**src/hdl/cluster_runlist_decoder_unit_defines.svh**
```systemverilog
// Assertion macros shared by the run list decoder RTL.
// Each macro expects signals named clk and rst_n in the module that uses it.
`ifndef CLUSTER_RUNLIST_DECODER_UNIT_DEFINES_SVH
`define CLUSTER_RUNLIST_DECODER_UNIT_DEFINES_SVH

// The consequent must hold in the same cycle as the antecedent.
`define CRD_ASSERT_SAME(label, ante, cons, msg) \
  label: assert property (@(posedge clk) disable iff (!rst_n) (ante) |-> (cons)) \
    else $error(msg);

// The consequent must hold in the cycle after the antecedent.
`define CRD_ASSERT_NEXT(label, ante, cons, msg) \
  label: assert property (@(posedge clk) disable iff (!rst_n) (ante) |=> (cons)) \
    else $error(msg);

`endif

```
**src/hdl/crd_pkg.sv**
```systemverilog
// Shared constants and types of the run list decoder.
// Used by the channel interfaces and by the top level; depends on nothing.
package crd_pkg;

  localparam int unsigned BYTE_W  = 8;
  localparam int unsigned WORD_W  = 64;
  localparam int unsigned STAT_W  = 2;

  // Largest byte count a size nibble may give.
  localparam logic [3:0] FIELD_BYTES = 4'd8;

  localparam logic [STAT_W-1:0] ST_OK    = 2'd0;
  localparam logic [STAT_W-1:0] ST_TRUNC = 2'd1;
  localparam logic [STAT_W-1:0] ST_SIZE  = 2'd2;

  typedef struct packed {
    logic                     run_valid;
    logic signed [WORD_W-1:0] start_cluster;
    logic [WORD_W-1:0]        cluster_count;
    logic                     list_end;
    logic [STAT_W-1:0]        end_status;
  } out_item_t;

endpackage

```
**src/hdl/crd_if.sv**
```systemverilog
// Valid/ready channel interfaces for the run list decoder.
// Depends on crd_pkg for the payload widths.
interface crd_in_if;
  logic                         valid;
  logic                         ready;
  logic [crd_pkg::BYTE_W-1:0]   byte_value;
  logic                         last_byte;

  modport source (output valid, byte_value, last_byte, input ready);
  modport sink   (input valid, byte_value, last_byte, output ready);
endinterface

interface crd_out_if;
  logic                                valid;
  logic                                ready;
  logic                                run_valid;
  logic signed [crd_pkg::WORD_W-1:0]   start_cluster;
  logic [crd_pkg::WORD_W-1:0]          cluster_count;
  logic                                list_end;
  logic [crd_pkg::STAT_W-1:0]          end_status;

  modport source (output valid, run_valid, start_cluster, cluster_count, list_end,
                  end_status, input ready);
  modport sink   (input valid, run_valid, start_cluster, cluster_count, list_end,
                  end_status, output ready);
endinterface

```
**src/hdl/cluster_runlist_decoder_unit.sv**
```systemverilog
// Run list decoder: takes one run list byte per request and returns decoded runs.
// Depends on crd_pkg, crd_if.sv and cluster_runlist_decoder_unit_defines.svh.
//
// The block takes one byte of a data-run list per cycle and needs no setup. Each
// byte passes an input register and is decoded against the parse state into the
// result register once that register is free or being emptied. A result is
// produced when the last byte of a run, length or offset, arrives, on a zero
// header, on a size nibble above eight, or when the final byte of the list cuts a
// run short. Inputs are taken every cycle while the result side keeps up; while a
// result waits untaken in the result register, the byte in the input register is
// not decoded, whether or not it yields a result, and the input stalls until the
// result is taken.
`include "cluster_runlist_decoder_unit_defines.svh"

module cluster_runlist_decoder_unit #(
  parameter logic [3:0] FIELD_BYTES = crd_pkg::FIELD_BYTES
) (
  input  logic            clk,
  input  logic            rst_n,
  crd_in_if.sink          in_chan,
  crd_out_if.source       out_chan
);

  localparam logic [1:0] PH_HEADER = 2'd0;
  localparam logic [1:0] PH_LENGTH = 2'd1;
  localparam logic [1:0] PH_OFFSET = 2'd2;
  localparam logic [1:0] PH_DRAIN  = 2'd3;

  localparam int unsigned W = crd_pkg::WORD_W;

  logic                        s1_valid_r, s1_valid_nxt;
  logic [crd_pkg::BYTE_W-1:0]  s1_byte_r;
  logic                        s1_last_r;

  logic [1:0]   phase_r, phase_nxt;
  logic [3:0]   len_left_r, len_left_nxt;
  logic [3:0]   off_left_r, off_left_nxt;
  logic [2:0]   pos_r, pos_nxt;
  logic [W-1:0] count_r, count_nxt;
  logic [W-1:0] offset_r, offset_nxt;
  logic [W-1:0] prev_r, prev_nxt;

  logic                 out_valid_r, out_valid_nxt;
  crd_pkg::out_item_t   out_r, res;

  logic         work_go;
  logic         fire;
  logic         done;
  logic         cut_short;
  logic [3:0]   lsz, osz;
  logic [3:0]   pos_p1;
  logic [W-1:0] shifted;
  logic [W-1:0] sign_mask;
  logic [W-1:0] start_sum;

  assign work_go      = s1_valid_r && (!out_valid_r || out_chan.ready);
  assign in_chan.ready = !s1_valid_r || work_go;
  assign s1_valid_nxt = (in_chan.valid && in_chan.ready) || (s1_valid_r && !work_go);
  assign out_valid_nxt = (work_go && fire) || (out_valid_r && !out_chan.ready);

  always_comb begin
    lsz       = s1_byte_r[3:0];
    osz       = s1_byte_r[7:4];
    pos_p1    = {1'b0, pos_r} + 4'd1;
    shifted   = {{(W-crd_pkg::BYTE_W){1'b0}}, s1_byte_r} << {pos_r, 3'b000};
    sign_mask = {W{1'b1}} << {pos_p1, 3'b000};
    start_sum = '0;

    phase_nxt    = phase_r;
    len_left_nxt = len_left_r;
    off_left_nxt = off_left_r;
    pos_nxt      = pos_r;
    count_nxt    = count_r;
    offset_nxt   = offset_r;
    prev_nxt     = prev_r;

    fire      = 1'b0;
    done      = 1'b0;
    cut_short = 1'b0;
    res       = '0;

    unique case (phase_r)
      PH_HEADER: begin
        if (s1_byte_r == '0) begin
          fire         = 1'b1;
          res.list_end = 1'b1;
          phase_nxt    = PH_DRAIN;
        end else if (lsz > FIELD_BYTES || osz > FIELD_BYTES) begin
          fire           = 1'b1;
          res.list_end   = 1'b1;
          res.end_status = crd_pkg::ST_SIZE;
          phase_nxt      = PH_DRAIN;
        end else if (s1_last_r) begin
          fire           = 1'b1;
          res.list_end   = 1'b1;
          res.end_status = crd_pkg::ST_TRUNC;
        end else begin
          len_left_nxt = lsz;
          off_left_nxt = osz;
          pos_nxt      = '0;
          count_nxt    = '0;
          offset_nxt   = '0;
          phase_nxt    = (lsz != 4'd0) ? PH_LENGTH : PH_OFFSET;
        end
      end
      PH_LENGTH: begin
        count_nxt    = count_r | shifted;
        pos_nxt      = pos_r + 3'd1;
        len_left_nxt = len_left_r - 4'd1;
        if (len_left_r == 4'd1) begin
          pos_nxt = '0;
          if (off_left_r != 4'd0) begin
            phase_nxt = PH_OFFSET;
          end else begin
            done = 1'b1;
          end
        end
        cut_short = !done;
      end
      PH_OFFSET: begin
        offset_nxt   = offset_r | shifted;
        off_left_nxt = off_left_r - 4'd1;
        pos_nxt      = pos_r + 3'd1;
        if (off_left_r == 4'd1) begin
          if (s1_byte_r[7]) begin
            offset_nxt = offset_r | shifted | sign_mask;
          end
          done = 1'b1;
        end
        cut_short = !done;
      end
      PH_DRAIN: begin
      end
      default: begin
      end
    endcase

    if (done) begin
      start_sum         = prev_r + offset_nxt;
      fire              = 1'b1;
      res.run_valid     = 1'b1;
      res.start_cluster = start_sum;
      res.cluster_count = count_nxt;
      res.list_end      = s1_last_r;
      prev_nxt          = start_sum;
      phase_nxt         = PH_HEADER;
      len_left_nxt      = '0;
      off_left_nxt      = '0;
      pos_nxt           = '0;
      count_nxt         = '0;
      offset_nxt        = '0;
    end else if (cut_short && s1_last_r) begin
      fire           = 1'b1;
      res.list_end   = 1'b1;
      res.end_status = crd_pkg::ST_TRUNC;
    end

    if (s1_last_r) begin
      phase_nxt    = PH_HEADER;
      len_left_nxt = '0;
      off_left_nxt = '0;
      pos_nxt      = '0;
      count_nxt    = '0;
      offset_nxt   = '0;
      prev_nxt     = '0;
    end
  end

  always_ff @(posedge clk) begin
    if (!rst_n) begin
      s1_valid_r  <= 1'b0;
      out_valid_r <= 1'b0;
      phase_r     <= PH_HEADER;
      len_left_r  <= '0;
      off_left_r  <= '0;
      pos_r       <= '0;
      count_r     <= '0;
      offset_r    <= '0;
      prev_r      <= '0;
    end else begin
      s1_valid_r  <= s1_valid_nxt;
      out_valid_r <= out_valid_nxt;
      if (work_go) begin
        phase_r    <= phase_nxt;
        len_left_r <= len_left_nxt;
        off_left_r <= off_left_nxt;
        pos_r      <= pos_nxt;
        count_r    <= count_nxt;
        offset_r   <= offset_nxt;
        prev_r     <= prev_nxt;
      end
    end
  end

  always_ff @(posedge clk) begin
    if (in_chan.valid && in_chan.ready) begin
      s1_byte_r <= in_chan.byte_value;
      s1_last_r <= in_chan.last_byte;
    end
    if (work_go && fire) begin
      out_r <= res;
    end
  end

  assign out_chan.valid         = out_valid_r;
  assign out_chan.run_valid     = out_r.run_valid;
  assign out_chan.start_cluster = out_r.start_cluster;
  assign out_chan.cluster_count = out_r.cluster_count;
  assign out_chan.list_end      = out_r.list_end;
  assign out_chan.end_status    = out_r.end_status;

  `CRD_ASSERT_SAME(a_empty_run_zero, out_valid_r && !out_r.run_valid, out_r.start_cluster == '0 && out_r.cluster_count == '0, "Result without a run carries nonzero fields.")
  `CRD_ASSERT_SAME(a_status_needs_end, out_valid_r && out_r.end_status != crd_pkg::ST_OK, out_r.list_end, "Error status on a result that does not end the list.")
  `CRD_ASSERT_SAME(a_header_clean, phase_r == PH_HEADER, count_r == '0 && offset_r == '0 && pos_r == '0, "Accumulators not cleared while waiting for a header.")
  `CRD_ASSERT_SAME(a_length_pending, phase_r == PH_LENGTH, len_left_r != 4'd0, "Length phase with no length bytes left.")
  `CRD_ASSERT_NEXT(a_list_boundary, work_go && s1_last_r, phase_r == PH_HEADER && prev_r == '0, "Final byte did not return the parser to a clean header state.")

endmodule

```
**src/flat_wrapper.sv**
```systemverilog
// flat-port wrapper written by rule: the top's interface ports become plain ports
module cluster_runlist_decoder_unit_flat 
#(
  parameter logic [3:0] FIELD_BYTES = crd_pkg::FIELD_BYTES
)
  (clk, rst_n, in_chan_valid, in_chan_byte_value, in_chan_last_byte, in_chan_ready, out_chan_valid, out_chan_run_valid, out_chan_start_cluster, out_chan_cluster_count, out_chan_list_end, out_chan_end_status, out_chan_ready);
  crd_in_if in_chan_i ();
  crd_out_if out_chan_i ();
  input  logic clk;
  input  logic rst_n;
  input wire logic [$bits(in_chan_i.valid)-1:0] in_chan_valid;
  input wire logic [$bits(in_chan_i.byte_value)-1:0] in_chan_byte_value;
  input wire logic [$bits(in_chan_i.last_byte)-1:0] in_chan_last_byte;
  output wire logic [$bits(in_chan_i.ready)-1:0] in_chan_ready;
  output wire logic [$bits(out_chan_i.valid)-1:0] out_chan_valid;
  output wire logic [$bits(out_chan_i.run_valid)-1:0] out_chan_run_valid;
  output wire logic [$bits(out_chan_i.start_cluster)-1:0] out_chan_start_cluster;
  output wire logic [$bits(out_chan_i.cluster_count)-1:0] out_chan_cluster_count;
  output wire logic [$bits(out_chan_i.list_end)-1:0] out_chan_list_end;
  output wire logic [$bits(out_chan_i.end_status)-1:0] out_chan_end_status;
  input wire logic [$bits(out_chan_i.ready)-1:0] out_chan_ready;
  assign in_chan_i.valid = in_chan_valid;
  assign in_chan_i.byte_value = in_chan_byte_value;
  assign in_chan_i.last_byte = in_chan_last_byte;
  assign in_chan_ready = in_chan_i.ready;
  assign out_chan_valid = out_chan_i.valid;
  assign out_chan_run_valid = out_chan_i.run_valid;
  assign out_chan_start_cluster = out_chan_i.start_cluster;
  assign out_chan_cluster_count = out_chan_i.cluster_count;
  assign out_chan_list_end = out_chan_i.list_end;
  assign out_chan_end_status = out_chan_i.end_status;
  assign out_chan_i.ready = out_chan_ready;
  cluster_runlist_decoder_unit #(.FIELD_BYTES(FIELD_BYTES)) u_core (.clk(clk), .rst_n(rst_n), .in_chan(in_chan_i), .out_chan(out_chan_i));
endmodule
```
**config.mk**
```make
export PLATFORM = sky130hd
export DESIGN_NAME = cluster_runlist_decoder_unit_flat
export DESIGN_NICKNAME = d
export VERILOG_FILES = /design/src/hdl/crd_pkg.sv /design/src/hdl/crd_if.sv /design/src/hdl/cluster_runlist_decoder_unit.sv /design/src/flat_wrapper.sv
export VERILOG_INCLUDE_DIRS = /design/src /design/src/hdl
export SDC_FILE = /design/constraint.sdc
export NUM_CORES = 1
export LEC_CHECK = 0
export BUFFER_PORTS_ARGS = -buffer_cell sky130_fd_sc_hd__buf_2
export CORE_MARGIN = 1.5
export CORE_UTILIZATION = 61
export DETAILED_ROUTE_END_ITERATION = 8
export HOLD_SLACK_MARGIN = 0.03
export PLACE_DENSITY = 0.81
export SYNTH_ARGS = -nofsm -noshare
export SYNTH_HDL_FRONTEND = slang
export SYNTH_SLANG_ARGS = --single-unit
```
**constraint.sdc**
```tcl
create_clock -name clk -period 10 [get_ports clk]
set_input_delay 1.5 -clock clk [delete_from_list [all_inputs] [get_ports clk]]
set_output_delay 1.5 -clock clk [all_outputs]
set_load 0.005 [all_outputs]
```
Word level (Yosys, flattened, before mapping)
Cells that the tools add are included.
Widths: inputs -> output; s select.

word-level totals
  bits in registers = 348
  bits in latches = 0
  bits in writable memories = 0
  ROM bits = 0
  input bits = 13
  output and inout bits = 134
  logic and storage cells = 128
  memories kept = 0

cells by class
  add/subtract/negate cells = 5
  $mul = 0
  div/mod/pow operators = 0
  magnitude comparators = 2
  eq/ne operators = 8
  shifts and indexed selects = 2
  multiplexer cells = 62
  bitwise operators = 3
  reductions and logical operators = 30

operator list
  operator               count
  $mux 64                14
  $pmux 64 s2            2
  $or 64x64->64          3
  $mux 129               1
  $add 64x64->64         1
  $shl 64x7->64 const A  1
  $shl 8x6->64           1
  $mux 4                 8
  $mux 3                 9
  $mux 2                 9
  $pmux 4 s2             2
  $reduce_and 4->1       4
  $reduce_bool 4->1      4
  $mux 1                 13
  $pmux 3 s3             1
  $eq 4x1->1 const B     2
  $gt 4x4->1 const B     2
  $logic_not 8->1        1
  $ne 4x1->1 const B     2
  $ne 4x2->1 const B     2
  $sub 4x1->4 const B    2
  $logic_and 1x1->1      6
  $logic_not 1->1        6
  $logic_or 1x1->1       5
  other kinds (10)       11

Longest topological paths before layout
  depth after elaboration = 11
  mapped depth = 21
  mapped depth without buffers = 20

Worst setup path after synthesis
Ideal clock, no wire load.

  path kind = input-to-reg
  start = in out_chan_ready
  end = reg u_core.out_r (netlist bit u_core.out_chan.cluster_count[0]) (enable)
  library setup time = 669 ps
  arrival time = 8689 ps
  path slack = 642 ps
  cell stages on the path = 6
  path buffers = 3
  path through = nor2b_1 nand2b_1 clkbuf_1 clkbuf_1 buf_1 a21oi_1

between the ends
  cells in the longest elaborated chain, start to end = 3

RTL lines
  what                    RTL line                             text
  start: declaration      flat_wrapper.sv:21                   input wire logic [$bits(out_chan_i.ready)-1:0] out_chan_ready;
  $logic_or 1x1->1        cluster_runlist_decoder_unit.sv:56   assign work_go = s1_valid_r && (!out_valid_r || out_chan.ready);
  $logic_and 1x1->1       cluster_runlist_decoder_unit.sv:56
  $logic_and 1x1->1       cluster_runlist_decoder_unit.sv:200  if (work_go && fire) begin
  end signal: assignment  cluster_runlist_decoder_unit.sv:201  out_r <= res;
  end: declaration        cluster_runlist_decoder_unit.sv:44   crd_pkg::out_item_t out_r, res;

No other way between the ends.
A chain may end at the register's enable or synchronous reset.

Final worst setup path
  start = reg u_core.phase_r[0]
  end = reg u_core.out_r (netlist bit u_core.out_chan.start_cluster[62]), data pin

between the ends
  cells in the longest elaborated chain, start to end = 3

RTL lines
  what                                                  RTL line                             text
  start: declaration                                    cluster_runlist_decoder_unit.sv:35   logic [1:0] phase_r, phase_nxt;
  start signal: assignment                              cluster_runlist_decoder_unit.sv:184  phase_r <= phase_nxt;
  $eq 2x2->1 / $logic_not 2->1 (equally long branches)  cluster_runlist_decoder_unit.sv:82   unique case (phase_r)
  $pmux 64 s2                                           cluster_runlist_decoder_unit.sv:82
  $add 64x64->64                                        cluster_runlist_decoder_unit.sv:139  start_sum = prev_r + offset_nxt;

Several ways; a longest one is shown, not always the timed one.

==> reports/metrics.yaml <==
outcome: "completed"
maxSlewHeadroom_pct: 13.22
io_pins: 147
max_clock_freq_ghz: 0.1633
insertedDiodeCount: 0
worstSetupPathType: "flip-flop to flip-flop"
post-place-ws_ns: 3.979
finClkSkew_ns: 0.02135
grt_pass1_wl_mm: 77.52
crit_fanout: 65
hp-class: "flip-flop to flip-flop"
grt-ovfl-total: 0
dp_hpwl_mm: 33.32
worstMarginPinSlew_ns: 1.297
yosys_register_bits: 348
async_reset_ff_share_pct: 0
routed_wl_mm: 49.47
wl_per_cell_um: 20.17
core_area_mm2: 0.02972
row_count: 63
period_share_pct: 61.25
peakVddDrop_mv: 0.1262
drc: 0
track_usage_pct: 30.95
die_area_mm2: 0.03140
synth_top_area_share_pct: 22.87
syn_area_mm2: 0.01851
cts_made_buffers: 39
synthFlopType: "dfxtp_1"
synth.area.top_cells: "edfxtp_1 (23%), dfxtp_1 (22%), a22oi_1 (7.9%)"
syn_inst: 1995
yosys_warnings: 0
area_delta_synth_final_pct: 10.92
cts_max_level: 2
ant_nets: 0
hold_violations: 0
clk_path_buf_depth: 3
cp.required_ns: 10.26
min_period_ns: 6.125
setup_ws_ns: 3.875
cts.sinks: 348
drtIter0Drc: 2116
slew_viol_final: 0
design_area_mm2: 0.02053
grt_max_degree: 97
pwr_density_cell_mw_per_mm2: 152.7
synth.net_count: 2089
post_cts_buffers: 0
placedInstanceArea_mm2: 0.01921
critPathArrivalTime_ns: 6.38
antenna_found_initial: 1
grt_pass1_vias: 14437
synth_edf_count: 141
start_util_pct: 62.29
final-setup-viol-count: 0
drv_cap: 0
yosys.area.top_type: "edfxtp_1"
holdWs_ns: 0.4598
startpoint_type: "flip-flop"
cts_hold_buf: 0
vias: 15779
tns_ns: 0
total_power_mw: 3.135
leakage_nw: 7.288
cts.clk_slew.worst_paths_ns: 0.06
ys_seq_area_share_pct: 45.26
numPortBuffers: 146
gp_congestion: 0.9556
synth.avg_cell_area_um2: 9.279
die_h_um: 177.2
nets: 2126
cts.repair.resized: 0
cts-root-buf: "clkbuf_16"
yosysUniqueCellTypes: 70
dr.pass1.iters: 6
cts_tree: "done"
end_kind: "flip-flop"
insertion_delay_ns: 0.54
drive_gt1_share_pct: 11.68
die_w_um: 177.2
rsz0062_at_grt: "false"
via_per_inst: 6.433
==> power by group <==
group	internal, mW	switching [mW]	total [mW]
Sequential	1.50	0.0132	1.51
Combinational	0.0413	0.110	0.152
Clock	0.885	0.585	1.47
==> cell type report <==
| class | count | area, um2 |
|---|---|---|
| tap | 390 | 488.0 |
| timing repair buffer | 158 | 823.3 |
| fill | 2300 | 9184 |
| multi-input combinational | 1457 | 9417 |
| clock buffer | 45 | 1008 |
| sequential | 348 | 8378 |
| clock inverter | 27 | 314.1 |
| inverter | 28 | 105.1 |
==> layer usage <==
layer | vias up | GRT usage [%] | part of all wire, %
li1 | 7360 | - | -
met1 | 7542 | 44.41 | 44
met2 | 776 | 47.75 | 45
met3 | 99 | 6.014 | 8.6
met4 | 2 | 8.121 | 2.2
met5 | - | 0 | 0.026
==> synth_stat cells, drive strengths merged (8+ instances only) <==
| cell type | n |
|---|---|
| nor2 | 192 |
| xor2 | 26 |
| clkbuf | 127 |
| o41a | 29 |
| nand3 | 15 |
| nand2b | 19 |
| a21o | 25 |
| nand2 | 155 |
| ha | 80 |
| nand4 | 18 |
| nor2b | 186 |
| o21ai | 148 |
| o21a | 14 |
| xnor2 | 37 |
| a21oi | 99 |
| and2 | 17 |
| a22oi | 196 |
| a22o | 57 |
| dfxtp | 207 |
| edfxtp | 141 |
| nor3 | 27 |
| a31oi | 10 |
| and3 | 15 |
| buf | 35 |
| inv | 27 |
| a21boi | 9 |
| o21bai | 8 |
==> worst max-delay path, stage by stage, from the launching register on <==
cell and delay, ns:
dfxtp_1 0.33, inv_1 0.11, ha_2 0.17, buf_4 0.53, inv_1 0.42, nand4_1 0.21
buf_4 0.55, a22o_1 0.28, ha_1 0.20, inv_1 0.07, fa_1 0.40, nand2b_1 0.20
a21oi_1 0.25, nor2_1 0.15, o21a_1 0.24, a31oi_1 0.63, nand3_1 0.17, a32oi_1 0.45
a311oi_1 0.19, xor2_1 0.20, nor2_1 0.06
==> final timing paths <==
path                     startpoint                                 to  slack [ns]  cells past startpoint
setup / recovery  u_core.phase_r[0]  u_core.out_chan.start_cluster[62]        3.88                     20
hold / removal    u_core.prev_r[63]                  u_core.prev_r[63]        0.46                      2
setup reg to reg  u_core.phase_r[0]  u_core.out_chan.start_cluster[62]        3.88                     20
hold reg to reg   u_core.prev_r[63]                  u_core.prev_r[63]        0.46                      2
==> cell families (layout without fill, tap and decap cells) <==
family / after synthesis / in the layout / synth area share [%]
and+or+nand+nor: 666 / 666 / 17.82
AOI/OAI and AO/OA: 642 / 642 / 24.04
DFF: 348 / 348 / 45.26
buffers and inverters: 190 / 258 / 4.109
adders and majority gates: 81 / 81 / 5.515
xor gates and xnor gates: 63 / 63 / 2.981
muxes: 5 / 5 / 0.2704
==> placed cells by master, fill, tap and decap left out, drive strengths merged, types with 4 or more instances in the layout <==
cell type and n:
a211oi 7, a21boi 9, a21o 25, a21oi 99, a22o 57, a22oi 196, a31oi 10, a32oi 4
and2 17, and3 15, buf 158, bufinv 6, clkbuf 45, clkinv 21, dfxtp 207, edfxtp 141
ha 80, inv 28, mux2i 5, nand2 155, nand2b 19, nand3 15, nand4 18, nor2 192
nor2b 186, nor3 27, nor4 4, o211ai 6, o21a 14, o21ai 148, o21bai 8, o31ai 7
o41a 29, or2 4, xnor2 37, xor2 26
==> registers in the layout, summed over array words and instances, names as in the netlist <==
register	flops
u_core.out_chan.start_cluster	64
u_core.out_chan.valid	1
u_core.offset_r	64
u_core.phase_r	2
u_core.out_chan.run_valid	1
u_core.out_chan.end_status	2
u_core.out_chan.cluster_count	64
u_core.pos_r	3
u_core.s1_valid_r	1
u_core.s1_last_r	1
u_core.count_r	64
u_core.len_left_r	4
u_core.off_left_r	4
u_core.prev_r	64
u_core.out_chan.list_end	1
u_core.s1_byte_r	8
==> stage by stage <==
step	std cells	utilization (%)
2_1_floorplan	1995	-
3_3_place_gp	2381	64.65
3_5_place_dp	2381	64.65
4_1_cts	2453	69.10
5_1_grt	2453	69.10
6_report	2453	69.10
(Power assumes the default switching activity.)
